<file path="src/rtl/sas_pkg.sv">
package sas_pkg;

   // Default configuration
   localparam int HEIGHT_LEVELS_DEF = 256;
   localparam int X_BITS_DEF        = 16;
   localparam int COUNT_BITS_DEF    = 12;

   // Fixed field widths
   localparam int HEIGHT_BITS = 8;
   localparam int AREA_BITS   = 24;

   localparam logic [AREA_BITS-1:0] AREA_MAX = '1;

   // Result status codes
   typedef enum logic [1:0] {
      ST_OK        = 2'd0,
      ST_UNMATCHED = 2'd1,
      ST_BACKWARDS = 2'd2,
      ST_SATURATED = 2'd3
   } status_type;

   // Outcome of the count update for the request held in the level store
   typedef struct packed {
      logic unmatched;
      logic saturated;
   } store_flags_type;

endpackage

</file>
<file path="src/rtl/sas_level_store.sv">
module sas_level_store #(
   parameter int HEIGHT_LEVELS = sas_pkg::HEIGHT_LEVELS_DEF,
   parameter int COUNT_BITS    = sas_pkg::COUNT_BITS_DEF
) (
   input  logic                             clock,
   input  logic                             reset,
   input  logic                             rd_en,
   input  logic [$clog2(HEIGHT_LEVELS)-1:0] rd_addr,
   input  logic                             rd_start,
   input  logic                             commit,
   output logic [HEIGHT_LEVELS-1:0]         occupied,
   output sas_pkg::store_flags_type         flags
);
   import sas_pkg::*;

   localparam int LVL_BITS = $clog2(HEIGHT_LEVELS);

   // Per-level active counts; an entry is meaningful only while its occupied bit is set
   logic [COUNT_BITS-1:0] mem [HEIGHT_LEVELS];

   logic [COUNT_BITS-1:0] rd_data_ff;
   logic [LVL_BITS-1:0]   addr_ff;
   logic                  start_ff;
   logic                  fwd_valid_ff;
   logic [LVL_BITS-1:0]   fwd_addr_ff;
   logic [COUNT_BITS-1:0] fwd_data_ff;
   logic [HEIGHT_LEVELS-1:0] occ_ff;

   logic [COUNT_BITS-1:0] stored;
   logic [COUNT_BITS-1:0] cur;
   logic [COUNT_BITS-1:0] count_in;

   // Current count: forward the last write, mask unoccupied entries to zero
   always_comb begin
      if (fwd_valid_ff && (fwd_addr_ff == addr_ff)) begin
         stored = fwd_data_ff;
      end else begin
         stored = rd_data_ff;
      end
      cur = occ_ff[addr_ff] ? stored : '0;
   end

   // Count up or down with saturation and unmatched-end detection
   always_comb begin
      flags    = '0;
      count_in = cur;
      if (start_ff) begin
         if (cur == '1) begin
            flags.saturated = 1'b1;
         end else begin
            count_in = cur + COUNT_BITS'(1);
         end
      end else begin
         if (cur == '0) begin
            flags.unmatched = 1'b1;
         end else begin
            count_in = cur - COUNT_BITS'(1);
         end
      end
   end

   // Count memory, read port and held request
   always_ff @(posedge clock) begin
      if (commit) begin
         mem[addr_ff] <= count_in;
      end
      if (rd_en) begin
         rd_data_ff <= mem[rd_addr];
         addr_ff    <= rd_addr;
         start_ff   <= rd_start;
      end
      if (commit) begin
         fwd_addr_ff <= addr_ff;
         fwd_data_ff <= count_in;
      end
   end

   // Occupancy bitmap and forward valid
   always_ff @(posedge clock) begin
      if (reset) begin
         occ_ff       <= '0;
         fwd_valid_ff <= 1'b0;
      end else if (commit) begin
         occ_ff[addr_ff] <= (count_in != '0);
         fwd_valid_ff    <= 1'b1;
      end
   end

   assign occupied = occ_ff;

endmodule

</file>
<file path="src/rtl/sas_prio_enc.sv">
module sas_prio_enc #(
   parameter int HEIGHT_LEVELS = sas_pkg::HEIGHT_LEVELS_DEF
) (
   input  logic [HEIGHT_LEVELS-1:0]         occupied,
   output logic [$clog2(HEIGHT_LEVELS)-1:0] level
);
   import sas_pkg::*;

   localparam int LVL_BITS = $clog2(HEIGHT_LEVELS);
   localparam int GW       = 16;
   localparam int NG       = (HEIGHT_LEVELS + GW - 1) / GW;
   localparam int GB       = (NG > 1) ? $clog2(NG) : 1;

   logic [NG*GW-1:0] occ_pad;
   logic [NG-1:0]    group_any;
   logic [GB-1:0]    top_group;
   logic [GW-1:0]    group_bits;
   logic [3:0]       top_bit;

   // Highest occupied group of sixteen levels, then highest level within it
   always_comb begin
      occ_pad   = (NG*GW)'(occupied);
      top_group = '0;
      top_bit   = '0;
      for (int g = 0; g < NG; g++) begin
         group_any[g] = |occ_pad[g*GW +: GW];
      end
      for (int g = 0; g < NG; g++) begin
         if (group_any[g]) begin
            top_group = GB'(g);
         end
      end
      group_bits = occ_pad[top_group*GW +: GW];
      for (int b = 0; b < GW; b++) begin
         if (group_bits[b]) begin
            top_bit = 4'(b);
         end
      end
      level = LVL_BITS'({top_group, top_bit});
   end

endmodule

</file>
<file path="src/rtl/skyline_area_sweep.sv">
// Skyline area sweep.
// Requests are building edges sorted by x (req_event_x, req_height, req_is_start);
// each one produces exactly one response with the running area under the
// skyline, the highest active level and a status code (ok, unmatched end,
// x went backwards, count saturated).
// Both channels use valid/ready. A request passes through the stage registers
// A, B, C and D in order before its response is presented.
// One request is taken every cycle while responses are taken; the
// per-level count is a read-modify-write on a one-port-write memory with
// a registered read, kept at full rate by forwarding the previous write.
// The four stages each advance when the next one is empty or moving, so a
// stalled receiver fills the pipeline before req_ready drops, and a waiting
// response does not block new requests while a stage is free.
// Reset clears the occupancy bitmap (which marks every count as zero),
// the running maximum, the previous x and the area; no clearing pass runs,
// so requests are accepted right after reset.
module skyline_area_sweep #(
   parameter int HEIGHT_LEVELS = sas_pkg::HEIGHT_LEVELS_DEF,
   parameter int X_BITS        = sas_pkg::X_BITS_DEF,
   parameter int COUNT_BITS    = sas_pkg::COUNT_BITS_DEF
) (
   input  logic                            clock,
   input  logic                            reset,
   input  logic                            req_valid,
   output logic                            req_ready,
   input  logic [X_BITS-1:0]               req_event_x,
   input  logic [sas_pkg::HEIGHT_BITS-1:0] req_height,
   input  logic                            req_is_start,
   output logic                            rsp_valid,
   input  logic                            rsp_ready,
   output logic [sas_pkg::AREA_BITS-1:0]   rsp_area_total,
   output logic [sas_pkg::HEIGHT_BITS-1:0] rsp_skyline_height,
   output logic [1:0]                      rsp_status
);
   import sas_pkg::*;

   localparam int LVL_BITS = $clog2(HEIGHT_LEVELS);
   localparam int PW       = LVL_BITS + X_BITS;
   localparam int SW       = ((PW > AREA_BITS) ? PW : AREA_BITS) + 1;

   // Stage valids and flow control
   logic a_valid_ff, b_valid_ff, c_valid_ff, d_valid_ff;
   logic en_b, en_c, en_d;
   logic a_move, b_move, c_move;
   logic accept;

   // Payload and state
   logic [X_BITS-1:0]      a_x_ff;
   logic [X_BITS-1:0]      last_x_ff;
   logic [X_BITS-1:0]      b_dx_ff;
   status_type             b_status_ff;
   logic [PW-1:0]          c_prod_ff;
   status_type             c_status_ff;
   logic [LVL_BITS-1:0]    max_ff;
   logic [AREA_BITS-1:0]   area_ff;
   logic [HEIGHT_BITS-1:0] rsp_height_ff;
   status_type             rsp_status_ff;

   logic [LVL_BITS-1:0]      req_level;
   logic [HEIGHT_LEVELS-1:0] occupied;
   logic [LVL_BITS-1:0]      enc_level;
   store_flags_type          flags;
   logic                     backwards;
   logic [X_BITS-1:0]        dx_in;
   status_type               status_in;
   logic [PW-1:0]            prod_in;
   logic [SW-1:0]            sum;
   logic [AREA_BITS-1:0]     area_in;

   // Each stage moves when the one after it is empty or moving
   always_comb begin
      en_d      = !d_valid_ff || rsp_ready;
      en_c      = !c_valid_ff || en_d;
      en_b      = !b_valid_ff || en_c;
      c_move    = c_valid_ff && en_d;
      b_move    = b_valid_ff && en_c;
      a_move    = a_valid_ff && en_b;
      req_ready = !a_valid_ff || en_b;
      accept    = req_valid && req_ready;
   end

   always_ff @(posedge clock) begin
      if (reset) begin
         a_valid_ff <= 1'b0;
         b_valid_ff <= 1'b0;
         c_valid_ff <= 1'b0;
         d_valid_ff <= 1'b0;
      end else begin
         if (req_ready) a_valid_ff <= req_valid;
         if (en_b) b_valid_ff <= a_valid_ff;
         if (en_c) c_valid_ff <= b_valid_ff;
         if (en_d) d_valid_ff <= c_valid_ff;
      end
   end

   // Heights past the top level fold onto it
   always_comb begin
      if (32'(req_height) >= 32'(HEIGHT_LEVELS)) begin
         req_level = LVL_BITS'(HEIGHT_LEVELS - 1);
      end else begin
         req_level = LVL_BITS'(req_height);
      end
   end

   sas_level_store #(
      .HEIGHT_LEVELS (HEIGHT_LEVELS),
      .COUNT_BITS    (COUNT_BITS)
   ) u_store (
      .clock    (clock),
      .reset    (reset),
      .rd_en    (accept),
      .rd_addr  (req_level),
      .rd_start (req_is_start),
      .commit   (a_move),
      .occupied (occupied),
      .flags    (flags)
   );

   sas_prio_enc #(
      .HEIGHT_LEVELS (HEIGHT_LEVELS)
   ) u_enc (
      .occupied (occupied),
      .level    (enc_level)
   );

   // Stage A: x step and status
   always_comb begin
      backwards = (a_x_ff < last_x_ff);
      dx_in     = backwards ? '0 : (a_x_ff - last_x_ff);
      if (backwards) begin
         status_in = ST_BACKWARDS;
      end else if (flags.saturated) begin
         status_in = ST_SATURATED;
      end else if (flags.unmatched) begin
         status_in = ST_UNMATCHED;
      end else begin
         status_in = ST_OK;
      end
   end

   // Stage B: area step uses the height before this request
   assign prod_in = PW'(max_ff) * PW'(b_dx_ff);

   // Stage C: saturating accumulate
   always_comb begin
      sum = SW'(area_ff) + SW'(c_prod_ff);
      if (sum > SW'(AREA_MAX)) begin
         area_in = AREA_MAX;
      end else begin
         area_in = AREA_BITS'(sum);
      end
   end

   // Sweep state
   always_ff @(posedge clock) begin
      if (reset) begin
         last_x_ff <= '0;
         max_ff    <= '0;
         area_ff   <= '0;
      end else begin
         if (a_move && !backwards) last_x_ff <= a_x_ff;
         if (b_move) max_ff <= enc_level;
         if (c_move) area_ff <= area_in;
      end
   end

   // Stage payloads
   always_ff @(posedge clock) begin
      if (accept) begin
         a_x_ff <= req_event_x;
      end
      if (a_move) begin
         b_dx_ff     <= dx_in;
         b_status_ff <= status_in;
      end
      if (b_move) begin
         c_prod_ff   <= prod_in;
         c_status_ff <= b_status_ff;
      end
      if (c_move) begin
         rsp_height_ff <= HEIGHT_BITS'(max_ff);
         rsp_status_ff <= c_status_ff;
      end
   end

   assign rsp_valid          = d_valid_ff;
   assign rsp_area_total     = area_ff;
   assign rsp_skyline_height = rsp_height_ff;
   assign rsp_status         = rsp_status_ff;

endmodule
</file>
<file path="config.mk">
export PLATFORM = sky130hd
export DESIGN_NAME = skyline_area_sweep
export DESIGN_NICKNAME = d
export VERILOG_FILES = /design/src/rtl/sas_pkg.sv /design/src/rtl/sas_level_store.sv /design/src/rtl/sas_prio_enc.sv /design/src/rtl/skyline_area_sweep.sv
export SDC_FILE = /design/constraint.sdc
export NUM_CORES = 2
export LEC_CHECK = 0
export BUFFER_PORTS_ARGS = -buffer_cell sky130_fd_sc_hd__buf_2
export CORE_UTILIZATION = 63
export DETAILED_ROUTE_END_ITERATION = 7
export PLACE_DENSITY_LB_ADDON = 0.1
export RECOVER_POWER = 25
export SKIP_CTS_REPAIR_TIMING = 1
export SYNTH_ARGS = -nofsm -noshare
export SYNTH_HDL_FRONTEND = slang
export SYNTH_SLANG_ARGS = --single-unit
</file>
<file path="constraint.sdc">
create_clock -name clock -period 17.8 [get_ports clock]
set_input_delay 3.56 -clock clock [delete_from_list [all_inputs] [get_ports clock]]
set_output_delay 3.56 -clock clock [all_outputs]
set_load 0.01 [all_outputs]
</file>
==> summary.md <==
| Metric | Value |
|---|---|
| CTS Buffer Depth | 4 |
| Worst-path clk slew | approximately 0.070 ns |
| Multi-input gate area | ~40000 sq um |
| Final period util | between 60% and 70% |
| Mean Syn Cell Area | between 15 and 20 sq um |
| Fin Setup TNS | 0 ns |
| First drt pass iteration count | 8 |
| Crit start category | input pin |
| Clock Latency Late Sink | slightly below 1 ns |
| Relative slew slack | -308% |
| WL per Instance | 35.3 um |
| Sequential share of power | between 50% and 60% |
| Area Growth Syn to Fin | 11.2% |
| CTS Sinks | roughly 3500 |
| Global route overflow | 0 |
| Fraction of registers with async set/reset | 0% |
| Synth area leader | edfxtp_1 |
| GRT Util Overall | roughly a third |
| RD Place Congestion | just under 1 |
| Top post-synthesis cells by area | edfxtp_1, mux4_2, dfxtp_1, nor2_1, a311oi_1 |
| Most common cell after layout, fill and taps aside | edfxtp_1 |
| Post-synthesis cell area | 143000 sq um |
| CTS tree | built |
| Pwr/cell area | 116 nW/um^2 |
| Synth Warn # | 0 |
| CTS Buf Count | 359 |
| Clock power frac | 39.9% |
| Pins Over Slew Limit | ~1100 |
| Final Hold Fails | 0 |
| Initial antenna violation count | 33 |
| H-tree levels | 5 |
| Die width | 479 um |
| Max cap viols | 59 |
| Worst-path fanout max | 71 |
| Required @ worst endpoint | 18.49 ns |
| Final Setup Violations | 0 |
| Initial Utilization | between 60% and 70% |
| First-pass GRT wire length | around 550000 um |
| Post-synth EDFFs | 3183 |
| Total die area | approximately 230000 sq um |
| R2r setup slk | approximately 7.3 ns |
| Largest net degree at the start of global routing | 257 |
| Port bufs | 64 |
| Placed Cells | just over 10000 |
| Slew @ Worst Pin | roughly 6 ns |
| DRT iter0 DRCs | just over 10000 |
| P_int | between 10 and 15 mW |
| Layout Cells excl Fill | ~11000 |
| I/O Pins | 65 |
| Sequential cell area | around 100000 sq um |
| Syn Nets | between 7000 and 8000 |
| Mapped Cells | ~7400 |
| Fillcell total | roughly 14000 |
| Status | finished, violations left |
| RSZ-0062 raised after global routing | no |
| CTS root buffer | clkbuf_16 |
| Worst hold path class | register to register |
| Die height | about 480 um |
| Routed Antenna Nets | 0 |
| Seq/Total Area, Yosys | between 70 and 80% |
| Layout Nets | about 7800 |
| Logic pwr share | under 10% |
| Worst Skew | approximately 0.080 ns |
| Post-Route WL | between 300000 and 400000 um |
| Most frequent cells in the layout | edfxtp_1, mux4_2, nor2_1, clkbuf_16, dfxtp_1 |
| Psw | ~4.3 mW |
| Vias | between 70000 and 80000 |
| Arr. time, crit path | 11.76 ns |
| P_leak | between 40 and 50 nW |
| Yosys reg bits | ~3500 |
| Core area | 225000 sq um |
| Worst Path Class, Setup | input pin to register |
| Fin crit period | ~11 ns |
| Crit end category | register |
| Fmax | approximately 90 MHz |
| Fraction of layout cells with a size suffix above 1 | approximately a quarter |
| Yosys cell types | 75 |
| Number of global-route vias before repair | 77000 |
| Switching share of total power | between 20% and 30% |
| Via-to-Cell Ratio | 7.12 |
| Failing checks | design-rule violations, max-capacitance violations, max-slew violations |
| # rows | 174 |
| DP HPWL | approximately 230000 um |
| # DRC | 1 |
| Maximum vdd ir drop | 0.0991 mV |
| Post-synth top flop | edfxtp_1 |
| Synth top area share | ~67% |
## through the flow
stage	power [mW]	utilization, %	hold WS (ns)	worst slack (ns)	instance area (sq um)
6_report	18.4	70.7	0.421	6.72	159000
5_1_grt	18.9	70.7	0.424	6.05	159000
4_1_cts	18.5	71.0	0.423	8.99	160000
3_5_place_dp	11.2	65.9	0.407	8.80	149000
3_3_place_gp	11.2	65.9	0.408	8.78	149000
2_1_floorplan	10.8	-	0.400	4.32	143000
## logic make-up (layout without fill, tap and decap cells)
logic type      Yosys count  in the layout  share of synthesized area, %
simple gates           1206           1206                          3.76
other cells               0             13                             0
compound gates          674            674                          3.63
xor+xnor                 56             56                         0.342
buf+inv                 579           1128                          1.60
fa+ha+maj               173            173                          1.96
flops                  3492           3492                          71.0
mux                    1173           1173                          17.7
## layer usage
metal  vias to the layer above  global-route usage [%]  share of wire, %  wire length [um]
met5                         -                       0             0.062               240
met4                        34                    14.0               4.8             18300
met3                      1024                    8.44                11             43800
met2                      4986                    52.4                47            180000
met1                     40500                    47.5                37            142000
li1                      31100                       -                 -                 -
## final timing paths
path,from,cells past startpoint,to
min,b_status_ff[0],0,c_status_ff[0]
max,req_height[2],6,u_store.rd_data_ff[7]
min reg2reg,b_status_ff[0],0,c_status_ff[0]
max reg2reg,u_store.addr_ff[0],21,u_store.occupied[174]
## power groups by stage
stage	clock (mW)	combinational (mW)	sequential, mW
final	7.36	1.64	9.44
after global routing	7.73	1.75	9.44
after CTS	7.43	1.63	9.44
after detailed placement	0	1.62	9.61
after global placement	0	1.57	9.61
after floorplan	0	1.02	9.78
## registers in the layout, summed over array words and instances, names as in the netlist, 2 cells and up
signal,cells
a_x_ff,16
b_dx_ff,16
b_status_ff,2
c_prod_ff,24
c_status_ff,2
last_x_ff,16
max_ff,8
rsp_area_total,24
rsp_skyline_height,8
rsp_status,2
u_store.addr_ff,8
u_store.fwd_addr_ff,8
u_store.fwd_data_ff,12
u_store.mem,3072
u_store.occupied,256
u_store.rd_data_ff,12
## cell usage after synthesis (31+ instances only)
library cell / instances
a211oi_1: 56
edfxtp_1: 3183
and2_1: 72
nor4_1: 74
inv_1: 135
nand4_1: 31
nand3_1: 43
dfxtp_1: 309
mux2i_1: 82
ha_1: 87
clkbuf_1: 316
buf_1: 68
a311oi_1: 266
fa_1: 86
xnor2_1: 36
buf_2: 48
mux4_2: 1084
a21oi_1: 62
nor3_1: 40
nand2_1: 200
nor2_1: 656
o21ai_0: 59
## worst max-delay path, stage by stage
cell and delay (ns):
clkbuf_1 4.18, buf_4 1.23, buf_12 0.66, mux4_2 0.71, mux4_2 0.72, mux4_2 0.52
## layout make-up
class | count | share of cell area, %
sequential | 3492 | 63.9
multi-input combinational | 3282 | 24.9
clock buffer | 436 | 5.97
tap | 2992 | 2.35
timing repair buffer | 358 | 1.33
clock inverter | 199 | 1.20
inverter | 135 | 0.323
antenna | 13 | 0.0204
Note: power is estimated with default switching activity, not from simulation.
